==> config.mk <==
export PLATFORM = sky130hd
export DESIGN_NAME = signed_vlq_integer_codec
export DESIGN_NICKNAME = d
export VERILOG_FILES = /design/src/hw/rtl/svlq_pkg.sv /design/src/hw/rtl/svlq_ctrl.sv /design/src/hw/rtl/svlq_dp.sv /design/src/hw/rtl/signed_vlq_integer_codec.sv
export SDC_FILE = /design/constraint.sdc
export NUM_CORES = 1
export LEC_CHECK = 0
export BUFFER_PORTS_ARGS = -buffer_cell sky130_fd_sc_hd__buf_2
export CORE_MARGIN = 5
export CORE_UTILIZATION = 35
export DETAILED_ROUTE_END_ITERATION = 10
export SYNTH_ARGS = -nofsm -noshare
export SYNTH_HDL_FRONTEND = slang
export SYNTH_HIERARCHICAL = 1
export SYNTH_SLANG_ARGS = --single-unit
==> constraint.sdc <==
create_clock -name clk -period 3 [get_ports clk]
set_clock_uncertainty 0.15 [all_clocks]
set_input_delay 0.3 -clock clk [delete_from_list [all_inputs] [get_ports clk]]
set_output_delay 0.3 -clock clk [all_outputs]
set_load 0.01 [all_outputs]
==> src/hw/rtl/svlq_pkg.sv <==
// ----------------------------------------------------------------------------
// svlq_pkg
// Shared types and helpers for the signed variable-length integer codec.
// ----------------------------------------------------------------------------
package svlq_pkg;

	// index of the most significant 7-bit group, 0..4
	typedef logic [2:0] grp_t;

	// commands from controller to datapath
	typedef struct packed {
		logic enc_start; // accept an encode item and emit its first byte
		logic enc_next;  // emit the next byte of the held word
		logic dec_byte;  // accept a decode item
	} cmd_t;

	// status from datapath to controller
	typedef struct packed {
		logic more;      // the byte being emitted is not the last one
		logic out_busy;  // output register holds an item that is stalled
	} sts_t;

	localparam grp_t GRP_ONE   = 3'd0;
	localparam grp_t GRP_TWO   = 3'd1;
	localparam grp_t GRP_THREE = 3'd2;
	localparam grp_t GRP_FOUR  = 3'd3;
	localparam grp_t GRP_FIVE  = 3'd4;

	localparam logic signed [31:0] LO_1 = -32'sd32;
	localparam logic signed [31:0] HI_1 = 32'sd96;
	localparam logic signed [31:0] LO_2 = -32'sd4096;
	localparam logic signed [31:0] HI_2 = 32'sd12288;
	localparam logic signed [31:0] LO_3 = -32'sd524288;
	localparam logic signed [31:0] HI_3 = 32'sd1572864;
	localparam logic signed [31:0] LO_4 = -32'sd67108864;
	localparam logic signed [31:0] HI_4 = 32'sd201326592;

	// top group index of the shortest encoding whose signed range holds the word
	function automatic grp_t top_group(input logic [31:0] word);
		logic signed [31:0] s;
		s = $signed(word);
		if (s >= LO_1 && s < HI_1)
			top_group = GRP_ONE;
		else if (s >= LO_2 && s < HI_2)
			top_group = GRP_TWO;
		else if (s >= LO_3 && s < HI_3)
			top_group = GRP_THREE;
		else if (s >= LO_4 && s < HI_4)
			top_group = GRP_FOUR;
		else
			top_group = GRP_FIVE;
	endfunction

endpackage

==> src/hw/rtl/svlq_ctrl.sv <==
// ----------------------------------------------------------------------------
// svlq_ctrl
// Controller: input handshake and the byte-emission sequence of an encode.
// ----------------------------------------------------------------------------
module svlq_ctrl (
	input  logic           clk,
	input  logic           arst_n,
	input  logic           in_valid,
	output logic           in_stall,
	input  logic           mode,
	input  svlq_pkg::sts_t sts,
	output svlq_pkg::cmd_t cmd
);
	import svlq_pkg::*;

	localparam logic ST_IDLE = 1'b0;
	localparam logic ST_ENC  = 1'b1;

	logic state_q;
	logic state_d;
	logic accept;

	// hold input while emitting trailing bytes or while the output is stalled
	assign in_stall = (state_q == ST_ENC) || sts.out_busy;
	assign accept   = in_valid && !in_stall;

	// commands
	assign cmd.enc_start = accept && !mode;
	assign cmd.dec_byte  = accept && mode;
	assign cmd.enc_next  = (state_q == ST_ENC) && !sts.out_busy;

	// next state
	always_comb begin
		state_d = state_q;
		unique case (state_q)
			ST_IDLE: begin
				if (cmd.enc_start && sts.more)
					state_d = ST_ENC;
			end
			ST_ENC: begin
				if (cmd.enc_next && !sts.more)
					state_d = ST_IDLE;
			end
			default: state_d = ST_IDLE;
		endcase
	end

	// state register
	always_ff @(posedge clk or negedge arst_n) begin
		if (!arst_n)
			state_q <= ST_IDLE;
		else
			state_q <= state_d;
	end

endmodule

==> src/hw/rtl/svlq_dp.sv <==
// ----------------------------------------------------------------------------
// svlq_dp
// Datapath: held word and group counter, decode accumulator, output register.
// ----------------------------------------------------------------------------
module svlq_dp (
	input  logic           clk,
	input  logic           arst_n,
	input  svlq_pkg::cmd_t cmd,
	output svlq_pkg::sts_t sts,
	input  logic [31:0]    value,
	input  logic [7:0]     byte_in,
	output logic           out_valid,
	input  logic           out_stall,
	output logic           kind,
	output logic [7:0]     byte_out,
	output logic           last,
	output logic [31:0]    value_out
);
	import svlq_pkg::*;

	logic [31:0] word_q;
	grp_t        grp_q;
	logic [31:0] acc_q;
	logic        first_q;
	logic        out_valid_q;
	logic        kind_q;
	logic [7:0]  byte_q;
	logic        last_q;
	logic [31:0] value_q;

	logic [31:0] word_sel;
	grp_t        grp_sel;
	logic [6:0]  group_bits;
	logic        enc_emit;
	logic [31:0] dec_val;
	logic        dec_emit;
	logic        sext;

	// encode: pick the word and group for the byte going out now
	assign enc_emit = cmd.enc_start || cmd.enc_next;
	assign word_sel = cmd.enc_start ? value : word_q;
	assign grp_sel  = cmd.enc_start ? top_group(value) : grp_q;

	always_comb begin
		case (grp_sel)
			GRP_ONE:   group_bits = word_sel[6:0];
			GRP_TWO:   group_bits = word_sel[13:7];
			GRP_THREE: group_bits = word_sel[20:14];
			GRP_FOUR:  group_bits = word_sel[27:21];
			GRP_FIVE:  group_bits = {3'b000, word_sel[31:28]};
			default:   group_bits = 7'd0;
		endcase
	end

	// decode: sign-extend a first byte, otherwise shift in seven bits
	assign sext     = byte_in[6] && byte_in[5];
	assign dec_val  = first_q ? {{25{sext}}, byte_in[6:0]} : {acc_q[24:0], byte_in[6:0]};
	assign dec_emit = cmd.dec_byte && !byte_in[7];

	assign sts.more     = (grp_sel != GRP_ONE);
	assign sts.out_busy = out_valid_q && out_stall;

	// held word and remaining groups
	always_ff @(posedge clk) begin
		if (enc_emit) begin
			word_q <= word_sel;
			grp_q  <= grp_sel - 3'd1;
		end
	end

	// decode state
	always_ff @(posedge clk or negedge arst_n) begin
		if (!arst_n) begin
			acc_q   <= 32'd0;
			first_q <= 1'b1;
		end else if (cmd.dec_byte) begin
			if (byte_in[7]) begin
				acc_q   <= dec_val;
				first_q <= 1'b0;
			end else begin
				acc_q   <= 32'd0;
				first_q <= 1'b1;
			end
		end
	end

	// output valid
	always_ff @(posedge clk or negedge arst_n) begin
		if (!arst_n)
			out_valid_q <= 1'b0;
		else if (enc_emit || dec_emit)
			out_valid_q <= 1'b1;
		else if (!out_stall)
			out_valid_q <= 1'b0;
	end

	// output payload
	always_ff @(posedge clk) begin
		if (enc_emit) begin
			kind_q  <= 1'b0;
			byte_q  <= {(grp_sel != GRP_ONE), group_bits};
			last_q  <= (grp_sel == GRP_ONE);
			value_q <= 32'd0;
		end else if (dec_emit) begin
			kind_q  <= 1'b1;
			byte_q  <= 8'd0;
			last_q  <= 1'b1;
			value_q <= dec_val;
		end
	end

	assign out_valid = out_valid_q;
	assign kind      = kind_q;
	assign byte_out  = byte_q;
	assign last      = last_q;
	assign value_out = value_q;

endmodule

==> src/hw/rtl/signed_vlq_integer_codec.sv <==
// ----------------------------------------------------------------------------
// signed_vlq_integer_codec
// Signed variable-length integer codec: encodes a 32-bit word into 1 to 5
// bytes, or decodes one byte per item into a 32-bit word.
// The output register takes the first result of an accepted item in the next cycle.
// Decode takes an item each cycle unless an encode is emitting or the output stalls;
// an encode holds the input while the byte sequencer feeds the single output register.
// Reset: arst_n clears the controller, output valid and the decode state.
// ----------------------------------------------------------------------------
module signed_vlq_integer_codec (
	input  logic        clk,
	input  logic        arst_n,
	input  logic        in_valid,
	output logic        in_stall,
	input  logic        mode,
	input  logic [31:0] value,
	input  logic [7:0]  byte_in,
	output logic        out_valid,
	input  logic        out_stall,
	output logic        kind,
	output logic [7:0]  byte_out,
	output logic        last,
	output logic [31:0] value_out
);
	import svlq_pkg::*;

	cmd_t cmd;
	sts_t sts;

	// controller
	svlq_ctrl u_ctrl (
		.clk      (clk),
		.arst_n   (arst_n),
		.in_valid (in_valid),
		.in_stall (in_stall),
		.mode     (mode),
		.sts      (sts),
		.cmd      (cmd)
	);

	// datapath
	svlq_dp u_dp (
		.clk       (clk),
		.arst_n    (arst_n),
		.cmd       (cmd),
		.sts       (sts),
		.value     (value),
		.byte_in   (byte_in),
		.out_valid (out_valid),
		.out_stall (out_stall),
		.kind      (kind),
		.byte_out  (byte_out),
		.last      (last),
		.value_out (value_out)
	);

endmodule
# Word-level counts from Yosys, hierarchy flattened
# Cells that the tools add are included.
# op_classes
n_addsub	1
multipliers	0
div_mod_pow	0
n_lt_le_gt_ge	8
n_eq_ne	5
n_shift	0
muxes	19
n_bitwise	1
n_reduce_logical	24
# op_table
cell	n
two-way mux 32 bit	2
one-hot mux 7 bit (5 select lines)	1
>= comparator 32 x 13 -> 1 bit (second input constant)	1
>= comparator 32 x 20 -> 1 bit (second input constant)	1
>= comparator 32 x 27 -> 1 bit (second input constant)	1
>= comparator 32 x 6 -> 1 bit (second input constant)	1
less-than comparator 32 x 15 -> 1 bit (second input constant)	1
less-than comparator 32 x 22 -> 1 bit (second input constant)	1
less-than comparator 32 x 29 -> 1 bit (second input constant)	1
less-than comparator 32 x 8 -> 1 bit (second input constant)	1
two-way mux 25 bit	1
two-way mux 8 bit	2
two-way mux 3 bit	5
logical AND 1 bit	13
two-way mux 1 bit	7
== test 3 x 2 -> 1 bit (second input constant)	2
zero test 1 bit	5
== test 3 x 1 -> 1 bit (second input constant)	1
== test 3 bit (second input constant)	1
zero test 3 bit	1
logical OR 1 bit	3
nonzero test 3 bit	1
subtractor 3 x 1 -> 3 bit (second input constant)	1
!= test 2 x 1 -> 1 bit (second input constant)	1
other kinds (3)	3
# totals
regBits	105
latchBits	0
ram_bits	0
mem_bits_ro	0
inputBits	45
out_inout_bits	44
word_cells	68
n_memories	0

# Depth between registers and ports, before layout
# Gate-level depths: netlist (run 1).
# logic_depth
depth_word	12
depth_mapped	16
mapped_depth_nobuf	13

# Hierarchy
# The synthesis (run 1) kept the hierarchy.
# by_module_without_submodules
module	instances	cells_per_inst	area_per_inst_um2
svlq_dp	1	412	4525.6
svlq_ctrl	1	7	85.1

# Worst setup path after synthesis (run 1)
# No wires, ideal clock.
# synth_path
path_kind	register -> register
start	register u_dp.out_valid_q, in the netlist u_dp/out_valid
end	register u_dp.byte_q[0], in the netlist u_dp/byte_out[0], data pin
setup_ns	0.258
arrival_time_ns	2.946
required_ns	2.592
setup_slack_ns	-0.354
path_stages_with_launch	17
n_path_buf	3
path_cell_list	dfrtp_1 > and2_1 > or2_4 > nor3b_2 > buf_2 > buf_2 > nor2b_1 > o211ai_1 > o21a_1 > ha_1 > ha_1 > clkbuf_1 > nor2_1 > nand2_1 > o21ai_0 > a21o_1 > nor2_1
# synth_lines
item	line_no	source
from (decl)	svlq_dp.sv:25	logic out_valid_q;
from (signal assigned)	svlq_dp.sv:90	out_valid_q <= 1'b0;
from (signal assigned)	svlq_dp.sv:92	out_valid_q <= 1'b1;
from (signal assigned)	svlq_dp.sv:94	out_valid_q <= 1'b0;
to (signal assigned)	svlq_dp.sv:101	byte_q <= {(grp_sel != GRP_ONE), group_bits};
to (decl)	svlq_dp.sv:27	logic [7:0] byte_q;

==> qor.tcl, run 1 <==
set qor(routabilityCongestion) 0.9096
set qor(synth_top_cell_area_share) 0.2866
set qor(maximum_net_fanout_on_the_critical_path) 8
set qor(placement_rows) 42
set qor(drt-vias-per-instance) 5.080
set qor(routed-via-count) 3546
set qor(setup.worst_path.end_class) {flip-flop}
set qor(synthTopCellsByCount) {edfxtp_1 (44), a21oi_1 (40), dfxtp_1 (33), mux2_2 (32)}
set qor(startpoint_type) {flip-flop}
set qor(number_of_antenna_violations_at_the_first_check_in_global_routing) 0
set qor(globalRoute.totalOverflow) 0
set qor(clk_transition_reported_paths_ns) 0.08
set qor(ir_drop_mv) 0.3674
set qor(mappedNetlistNets) 470
set qor(syn-instance-count) 419
set qor(grt_use_met2) 0.2525
set qor(wire_length_of_the_first_global_routing_pass_um) 18710
set qor(setup_total_negative_slack_ns) 0
set qor(wire_per_inst_um) 16.94
set qor(worstPathRequired_ns) 2.94
set qor(cts_max_path_buffers) 2
set qor(cts_tree) {done}
set qor(synthFlopType) {edfxtp_1}
set qor(fp.dieArea_sq_mm) 0.01557
set qor(number_of_synthesized_flops_with_an_enable_pin) 44
set qor(global_route.usage.met1) 0.1887
set qor(cts_num_sinks) 105
set qor(grtUsageTotal) 0.1490
set qor(totalWireLength_um) 11830
set qor(synth_top_area_cell) {edfxtp_1}
set qor(floorplan.initialDensity) 0.3524
set qor(fraction_of_the_cycle_the_final_worst_path_needs) 0.9472
set qor(slew_headroom) 0.5110
set qor(final-hold-violation-count) 0
set qor(timing.hold.ws_ns) 0.07013
set qor(final_util) 0.4450
set qor(vias_in_the_first_global_route) 3558
set qor(power_per_cell_area_mw_per_mm2) 1010
set qor(hold_class) {in2reg}
set qor(run_status) {completed}
set qor(clk_root_buffer_cell) {clkbuf_16}
set qor(syn2layout_area_growth_pct) 26.30
set qor(post-route-min-period_ns) 2.842
set qor(share_seq_of_total_power) 0.415
set qor(timing.fmax_mhz) 351.9
set qor(p_leak_nw) 2.324
set qor(n_diodes) 0
set qor(port_buffers) 88
set qor(post_synth_num_cell_types) 47
set qor(ys_seq_elements) 105
set qor(net-switching-power_w) 0.001968
set qor(power.internal_w) 0.003912
set qor(fp.coreArea_sq_mm) 0.01309
set qor(global_route.peak_usage_layer) {met2}
set qor(setup_violations) 0
set qor(cap_violations) 0
set qor(timing_worst_slew_pin_value_ns) 0.7289
set qor(drt_iter0_drc) 251
set qor(ant_nets) 0
set qor(comb_power_share) 0.366
set qor(final_max_slew_viol_count) 0
set qor(async_flop_share) 0.2667
set qor(die_h_um) 124.8
set qor(clkPwrFrac) 0.218
set qor(die_x_um) 124.8
set qor(synth_sequential_area_ratio) 0.5821
set qor(drive_gt1_frac) 0.3563
set qor(gr-usage-met3) 0.03559
set qor(yosysMostFrequentCell) {edfxtp_1}
set qor(setup.worst_path.class) {reg2reg}
set qor(synth_area_leaders) {edfxtp_1 (29%), dfrtp_1 (15%), dfxtp_1 (14%)}
set qor(swShare) 0.3347
set qor(synth_area_per_cell_sq_um) 11.00
set qor(pin_count) 89
set qor(clk-insertion-delay-late_ns) 0.35
set qor(detailedPlacementHpwl_um) 8780
set qor(ys.warnings.count) 6
set qor(tritoncts_buffer_count) 9
set qor(arrival_time_of_the_worst_setup_path_ns) 2.78
set qor(final_nets) 568
set qor(pre_repair_dr_iteration_count) 5
set qor(netlist_area_sq_mm) 0.004611
set qor(grt_start_max_net_pins) 40
set qor(remaining_design_rule_violation_count) 0
set qor(cts_htree_levels) 3
set qor(design_power_total_w) 0.005881
==> placed cells by master, fill, tap and decap left out, types with 2 or more instances in the layout <==
master      n
a211oi_1   18
a21oi_1    40
a222oi_1    7
a22oi_1     4
a2bb2oi_1   4
and3_1      2
buf_12      3
buf_2      88
buf_4      24
clkbuf_16  11
dfrtp_1    27
dfxtp_1    33
edfxtp_1   44
ha_2        2
ha_4        3
inv_1      30
mux2_2     32
nand2_1    24
nand3_1    11
nand4_1     3
nor2_1     30
nor2b_4     2
nor3_1      2
nor4_1      2
o211ai_1    2
o21a_1      5
o21ai_0    16
o22ai_1    18
or3_1       2
or4_1       2
==> power groups by stage <==
stage | logic, W | registers (W) | clock network, W
floorplan | 0.00133 | 0.00247 | 0
global placement | 0.00204 | 0.00246 | 0
detailed placement | 0.00208 | 0.00248 | 0
CTS | 0.00209 | 0.00245 | 0.00131
global route | 0.00236 | 0.00250 | 0.00137
finish | 0.00215 | 0.00244 | 0.00128
==> path summary, 6_finish.rpt <==
path | from | cells after the start | slack (ns) | endpoint
setup / recovery | u_dp/out_valid | 10 | 0.16 | u_dp/byte_out[4]
hold / removal | byte_in[0] | 3 | 0.07 | u_dp/acc_q[0]
setup reg to reg | u_dp/out_valid | 10 | 0.16 | u_dp/byte_out[4]
hold reg to reg | u_dp/value_out[3] | 2 | 0.31 | u_dp/value_out[3]
max in group asynchronous | arst_n | 2 | 1.91 | u_dp/acc_q[4]
min in group asynchronous | arst_n | 2 | 0.36 | u_dp/acc_q[10]
==> metrics by stage <==
step | std cells | area (sq um) | worst slack (ns)
after floorplan | 419 | 4654 | -0.05864
after detailed placement | 679 | 5409 | -0.1853
after global routing | 698 | 5823 | -0.03038
final | 698 | 5823 | 0.1584
after CTS | 696 | 5752 | 0.006967
after global placement | 679 | 5409 | -0.1272
==> state kept, by name, indices dropped and copies added, names as in the netlist <==
signal,cells
u_ctrl/state_q,1
u_dp/acc_q,25
u_dp/byte_out,8
u_dp/first_q,1
u_dp/grp_q,3
u_dp/kind,1
u_dp/last,1
u_dp/out_valid,1
u_dp/value_out,32
u_dp/word_q,32
==> worst max-delay path, cell delays in order (launching register included) <==
cell and delay, ns:
dfrtp_1 0.38, and2_4 0.16, or2_4 0.24, nor3b_4 0.24, buf_6 0.18, nor2b_1 0.07, a41o_1 0.24, ha_2 0.24
a222oi_1 0.40, a2bb2oi_1 0.21, nor2_1 0.06
==> cells by family after synthesis <==
group	Yosys count	share of synthesized area
muxes	33	0.08141
adders and majority gates	6	0.01628
AOI/OAI and AO/OA	120	0.1666
DFF	105	0.5821
and+or+nand+nor	93	0.1007
buffers and inverters	62	0.05292
==> timing repair <==
action,in CTS,in global routing
resized for setup,0,10
setup buffers,0,2
endpoints found under the hold margin,27,0
endpoints found under the setup margin,0,8
hold buffers,1,0
==> metal layers <==
layer | part of all wire | vias to the layer above
met2 | 0.51 | 107
li1 | - | 1726
met4 | 0.010 | 0
met5 | 0 | -
met1 | 0.43 | 1703
met3 | 0.052 | 10
==> layout make-up <==
class	count	area, sq um
fillers	1262	7262
well taps	176	220.2
multi-input cells	252	1764
flip-flops and latches	105	2684
inverters	32	120.1
repair buffers	117	701.9
clock buffers	12	279.0
clock inverters	4	53.80
No activity file was read; power rests on OpenSTA's default activity.
==> run 2: changes to the inputs <==
CELL_PAD_IN_SITES_DETAIL_PLACEMENT = 1   (was not set)
CELL_PAD_IN_SITES_GLOBAL_PLACEMENT = 2   (was not set)
CORE_UTILIZATION = 32   (was 35)
PLACE_DENSITY_LB_ADDON = 0.1   (was not set)
SLEW_MARGIN = 10   (was not set)
==> qor.tcl, run 2 (synthesis results as in run 1) <==
set qor(run_status) {finished, violations left}
set qor(violations) {negative setup slack}
set qor(vias_in_the_first_global_route) 3897 ;# +9.5%
set qor(setup_violations) 1 ;# +1
set qor(critical_path.max_stage_delay_ns) 0.46 ;# +0.06 ns
set qor(worstPathRequired_ns) 2.94 ;# about the same
set qor(critical-path-slowest-cell) {a222oi_1}
set qor(wire_per_inst_um) 18.79 ;# +11%
set qor(drive_gt1_frac) 0.3842 ;# +0.02786
set qor(post-place-cells) 689 ;# +1.5%
set qor(path_buf_inv) 2 ;# +1
set qor(clk_root_buffer_cell) {clkbuf_16}
set qor(clk-insertion-delay-late_ns) 0.34 ;# about the same
set qor(syn2layout_area_growth_pct) 27.92
set qor(placement_rows) 43 ;# +2.4%
set qor(cts_htree_levels) 3 ;# unchanged
set qor(final.fill_count) 1609 ;# +27%
set qor(grtUsageTotal) 0.1608 ;# +0.01185
set qor(p_leak_nw) 2.351 ;# +1.2%
set qor(wire_length_of_the_first_global_routing_pass_um) 21250 ;# +14%
set qor(routabilityCongestion) 0.8339 ;# -8.3%
set qor(cts_num_sinks) 105 ;# unchanged
set qor(routed-via-count) 3621 ;# +2.1%
set qor(clkPwrFrac) 0.199 ;# -0.019
set qor(layout.cells.most_common_list) {buf_2 (88), edfxtp_1 (44), a21oi_1 (40), dfxtp_1 (33)}
set qor(die_x_um) 130.0 ;# +4.2%
set qor(worst_path_cell_chain) {and2_4, or2_4, nor3b_4, buf_6, nor2b_4, o211ai_1, o21a_2, ha_4, a222oi_1, buf_4, o21a_1, nor2_1}
set qor(ir_drop_mv) 0.3519 ;# -4.2%
set qor(n_diodes) 0 ;# unchanged
set qor(pre_repair_dr_iteration_count) 4 ;# -1
set qor(post-route-min-period_ns) 3.028 ;# +0.1864 ns
set qor(final_util) 0.4216 ;# -0.02337
set qor(fraction_of_the_cycle_the_final_worst_path_needs) 1.009 ;# +0.06215
set qor(drt_iter0_drc) 184 ;# -27%
set qor(arrival_time_of_the_worst_setup_path_ns) 2.97 ;# +0.19 ns
set qor(power_per_cell_area_mw_per_mm2) 1011 ;# +0.13%
set qor(final_nets) 577 ;# +1.6%
set qor(port_buffers) 88 ;# unchanged
set qor(final_max_slew_viol_count) 0 ;# unchanged
set qor(slew_headroom) 0.4881 ;# -0.02291
set qor(instances_no_fill) 711 ;# +1.9%
set qor(totalWireLength_um) 13360 ;# +13%
set qor(final_critical_path_setup_slack_ns) -0.02806 ;# -0.1864 ns
set qor(startpoint_type) {flip-flop}
set qor(maximum_net_fanout_on_the_critical_path) 5 ;# -3
set qor(hold_class) {in2reg}
set qor(share_seq_of_total_power) 0.410 ;# -0.005
set qor(rsz_0062_raised_after_global_routing) {true}
set qor(comb_power_share) 0.391 ;# +0.025
set qor(power.internal_w) 0.003917 ;# +0.14%
set qor(net-switching-power_w) 0.002046 ;# +4.0%
set qor(final-hold-violation-count) 0 ;# unchanged
set qor(globalRoute.totalOverflow) 0 ;# unchanged
set qor(drt-vias-per-instance) 5.093 ;# +0.25%
set qor(clk_transition_reported_paths_ns) 0.07 ;# about the same
set qor(timing_worst_slew_pin_value_ns) 0.7678 ;# +0.03888 ns
set qor(cts_tree) {done}
set qor(floorplan.initialDensity) 0.3296 ;# -0.02276
set qor(die_h_um) 130.0 ;# +4.2%
set qor(cap_violations) 0 ;# unchanged
set qor(path_delay_family) {compound AO/OA/AOI/OAI gates}
set qor(number_of_antenna_violations_at_the_first_check_in_global_routing) 0 ;# unchanged
set qor(fp.dieArea_sq_mm) 0.01691 ;# +8.6%
set qor(remaining_design_rule_violation_count) 0 ;# unchanged
set qor(setup.worst_path.end_class) {flip-flop}
set qor(fp.coreArea_sq_mm) 0.01399 ;# +6.9%
set qor(setup.worst_path.class) {reg2reg}
set qor(pin_count) 89 ;# unchanged
set qor(grt_start_max_net_pins) 60 ;# +50%
set qor(timing.fmax_mhz) 330.2 ;# -6.2%
set qor(ant_nets) 0 ;# unchanged
set qor(cts_max_path_buffers) 2 ;# unchanged
set qor(detailedPlacementHpwl_um) 9688 ;# +10%
set qor(tritoncts_buffer_count) 9 ;# unchanged
set qor(swShare) 0.3431 ;# +0.008391
set qor(layout.cells.most_common) {buf_2}
==> run 2: final cells by class <==
type	count	area, sq um	area share
clock buffer	13	249.0	0.04221
clock inverter	3	41.29	0.007000
inverter	32	120.1	0.02036
multi-input combinational	252	1814	0.3076
sequential	105	2684	0.4550
timing repair buffer	126	764.5	0.1296
tap	180	225.2	0.03818
==> run 2: power groups by stage <==
stage | registers, W | logic, W | clock network, W
floorplan | 0.00247 | 0.00133 | 0
global placement | 0.00246 | 0.00215 | 0
detailed placement | 0.00249 | 0.00219 | 0
CTS | 0.00246 | 0.00226 | 0.00122
global route | 0.00251 | 0.00256 | 0.00128
finish | 0.00245 | 0.00233 | 0.00118
==> run 2: repair_timing <==
| item | in CTS | in global routing |
|---|---|---|
| pin swaps | 6 | 11 |
| gates resized for setup | 11 | 15 |
| buffers inserted | 2 | 3 |
| endpoints found under the hold margin | 27 | 0 |
| hold buffers | 1 | 0 |
| setup endpoints to repair | 7 | 7 |
==> run 2: tightest hold or removal path, delay by kind of cell <==
family / cells / cell delay [ns]
AOI/OAI and AO/OA: 1 / 0.05
and+or+nand+nor: 1 / 0.05
buffers and inverters: 1 / 0.10
==> run 2: path summary, 6_finish.rpt <==
path	startpoint	to	slack, ns	cells past startpoint
max in group asynchronous	arst_n	u_dp/acc_q[1]	1.89	2
hold reg to reg	u_dp/value_out[3]	u_dp/value_out[3]	0.31	2
hold / removal	byte_in[3]	u_dp/value_out[3]	0.06	3
setup / recovery	u_dp/out_valid	u_dp/byte_out[2]	-0.03	12
setup reg to reg	u_dp/out_valid	u_dp/byte_out[2]	-0.03	12
min in group asynchronous	arst_n	u_dp/acc_q[22]	0.37	2
==> run 2: layer usage <==
| metal | vias up | share of wire | global-route usage |
|---|---|---|---|
| met5 | - | 0 | 0 |
| met4 | 0 | 0.0074 | 0.03667 |
| met1 | 1804 | 0.41 | 0.1995 |
| met3 | 6 | 0.035 | 0.02497 |
| li1 | 1746 | - | - |
| met2 | 65 | 0.55 | 0.2933 |
==> run 2: stage by stage <==
step / setup slack, ns / hold WS, ns / cell area (sq um) / total power, W / setup TNS (ns)
2_1_floorplan: -0.05864 / -0.1456 / 4654 / 0.003805 / -0.4105
3_3_place_gp: -0.2426 / 0.2212 / 5434 / 0.004609 / -1.233
3_5_place_dp: -0.3361 / 0.2296 / 5434 / 0.004678 / -2.034
4_1_cts: 0.004371 / 0.04931 / 5793 / 0.005934 / 0
5_1_grt: -0.1113 / 0.05666 / 5898 / 0.006346 / -0.4118
6_report: -0.02806 / 0.06051 / 5898 / 0.005964 / -0.02806
==> run 3: changes to the inputs <==
BUFFER_PORTS_ARGS = not set   (was -buffer_cell sky130_fd_sc_hd__buf_2)
CORE_UTILIZATION = 35   (was 32)
DONT_BUFFER_PORTS = 1   (was not set)
==> qor.tcl, run 3 (synthesis results as in run 1) <==
set qor(timing.hold.ws_ns) 0.02985 ;# -0.03066 ns
set qor(pre_repair_dr_iteration_count) 4 ;# unchanged
set qor(design_power_total_w) 0.005922 ;# -0.70%
set qor(cts_max_path_buffers) 2 ;# unchanged
set qor(remaining_design_rule_violation_count) 0 ;# unchanged
set qor(wire_per_inst_um) 20.79 ;# +11%
set qor(final-hold-violation-count) 0 ;# unchanged
set qor(rsz_0062_raised_after_global_routing) {true}
set qor(layout.cells.most_common_list) {edfxtp_1 (44), a21oi_1 (40), dfxtp_1 (33), mux2_2 (32), inv_1 (30)}
set qor(totalWireLength_um) 12930 ;# -3.2%
set qor(setup_violations) 0 ;# -1
set qor(slew_headroom) 0.4905 ;# +0.002413
set qor(crit_start) {u_dp/out_valid}
set qor(pin_count) 89 ;# unchanged
set qor(fraction_of_the_cycle_the_final_worst_path_needs) 0.9703 ;# -0.03908
set qor(timing.fmax_mhz) 343.5 ;# +4.0%
set qor(power_per_cell_area_mw_per_mm2) 1071 ;# +5.9%
set qor(grtUsageTotal) 0.1671 ;# +0.006276
set qor(cts_htree_levels) 3 ;# unchanged
set qor(final_util) 0.4225 ;# +0.0009010
set qor(regToRegStartpoint) {u_dp/out_valid}
set qor(tritoncts_buffer_count) 9 ;# unchanged
set qor(die_h_um) 124.8 ;# -4.0%
set qor(number_of_antenna_violations_at_the_first_check_in_global_routing) 0 ;# unchanged
set qor(port_buffers) 0 ;# -100%
set qor(arrival_time_of_the_worst_setup_path_ns) 2.86 ;# -0.11 ns
set qor(detailedPlacementHpwl_um) 9181 ;# -5.2%
set qor(cts_tree) {done}
set qor(layout.cells.most_common) {edfxtp_1}
set qor(ir_drop_mv) 0.3030 ;# -14%
set qor(die_x_um) 124.8 ;# -4.0%
set qor(placement_rows) 42 ;# -2.3%
set qor(drt_iter0_drc) 204 ;# +11%
set qor(clk_root_buffer_cell) {clkbuf_16}
set qor(syn2layout_area_growth_pct) 19.92
set qor(drt-vias-per-instance) 5.397 ;# +6.0%
set qor(routed-via-count) 3357 ;# -7.3%
set qor(cap_violations) 0 ;# unchanged
set qor(post-route-min-period_ns) 2.911 ;# -0.1172 ns
set qor(run_status) {completed}
set qor(final_nets) 492 ;# -15%
set qor(p_leak_nw) 1.977 ;# -16%
set qor(n_diodes) 0 ;# unchanged
set qor(globalRoute.totalOverflow) 0 ;# unchanged
set qor(setup.worst_path.class) {reg2reg}
set qor(ant_nets) 0 ;# unchanged
set qor(maximum_net_fanout_on_the_critical_path) 8 ;# +3
set qor(routabilityCongestion) 0.7983 ;# -4.3%
set qor(detailed_place.area_sq_mm) 0.004949 ;# -8.9%
set qor(clk-insertion-delay-late_ns) 0.35 ;# about the same
set qor(clk_transition_reported_paths_ns) 0.07 ;# about the same
set qor(final_max_slew_viol_count) 0 ;# unchanged
set qor(hold_class) {in2reg}
set qor(layout.cell_area.non_filler_sq_mm) 0.005529 ;# -6.3%
set qor(wire_length_of_the_first_global_routing_pass_um) 20360 ;# -4.2%
set qor(fp.dieArea_sq_mm) 0.01557 ;# -7.9%
set qor(floorplan.initialDensity) 0.3524 ;# +0.02276
set qor(grt_start_max_net_pins) 49 ;# -18%
set qor(register_to_register_setup_slack_ns) 0.09 ;# +0.12 ns
set qor(hp-start) {byte_in[7]}
set qor(worstPathRequired_ns) 2.95 ;# about the same
set qor(timing_worst_slew_pin_value_ns) 0.7642 ;# -0.003620 ns
set qor(fp.coreArea_sq_mm) 0.01309 ;# -6.5%
set qor(vias_in_the_first_global_route) 3518 ;# -9.7%
set qor(drive_gt1_frac) 0.2511 ;# -0.1331
set qor(startpoint_type) {flip-flop}
set qor(setup.worst_path.end_class) {flip-flop}
set qor(cts_num_sinks) 105 ;# unchanged
==> run 3: metrics by stage <==
stage / setup TNS (ns) / worst slack, ns / cells
floorplan: -0.4105 / -0.05864 / 419
global route: -0.6339 / -0.1038 / 622
finish: 0 / 0.08917 / 622
CTS: 0 / 0.008283 / 616
detailed placement: -1.262 / -0.1869 / 590
global placement: -0.5496 / -0.08112 / 590
==> run 3: path summary, 6_finish.rpt <==
path / end / cells after the start
max in group asynchronous: u_dp/first_q / 2
worst min register to register: u_dp/value_out[1] / 2
worst max register to register: u_dp/byte_out[1] / 11
worst max-delay path: u_dp/byte_out[1] / 11
min in group asynchronous: u_dp/acc_q[10] / 2
worst min-delay path: u_dp/value_out[1] / 3
==> run 3: power breakdown <==
group | total (W) | internal [W] | switching (W)
clock network | 0.00125 | 0.000733 | 0.000521
registers | 0.00253 | 0.00223 | 0.000302
logic | 0.00214 | 0.000948 | 0.00119
==> run 3: routing by layer <==
layer / GRT usage / vias up / wire length [um]
li1: - / 1574 / -
met3: 0.03859 / 15 / 566
met1: 0.1904 / 1703 / 5104
met2: 0.3038 / 65 / 7037
met5: 0 / - / 0
met4: 0.06061 / 0 / 226
==> run 3: area by class of cell <==
cell class                      count  area, sq um
Clock inverter                      2        13.76
Inverter                           32        120.1
Sequential cell                   105         2684
Clock buffer                       14        316.6
Multi-Input combinational cell    252         1803
Timing Repair Buffer               41        371.6
Fill cell                        1410         7556
Tap cell                          176        220.2
==> run 3: what timing repair did <==
action                                 4_1_cts  5_1_grt
pin swaps                                    1       12
setup endpoints to repair                    7        7
hold buffers                                10        0
endpoints found under the hold margin       42        0
setup buffers                                0        6
gates resized for setup                      2       19
==> run 3: worst max-delay path, cell delays in order (launching register included) <==
cell and delay [ns]:
dfrtp_1 0.38, and2_4 0.14, or2_4 0.24, nor3b_4 0.29, buf_4 0.18, buf_4 0.16
o21ai_1 0.12, ha_2 0.27, a222oi_1 0.40, buf_4 0.18, o21a_1 0.12, nor2_2 0.04
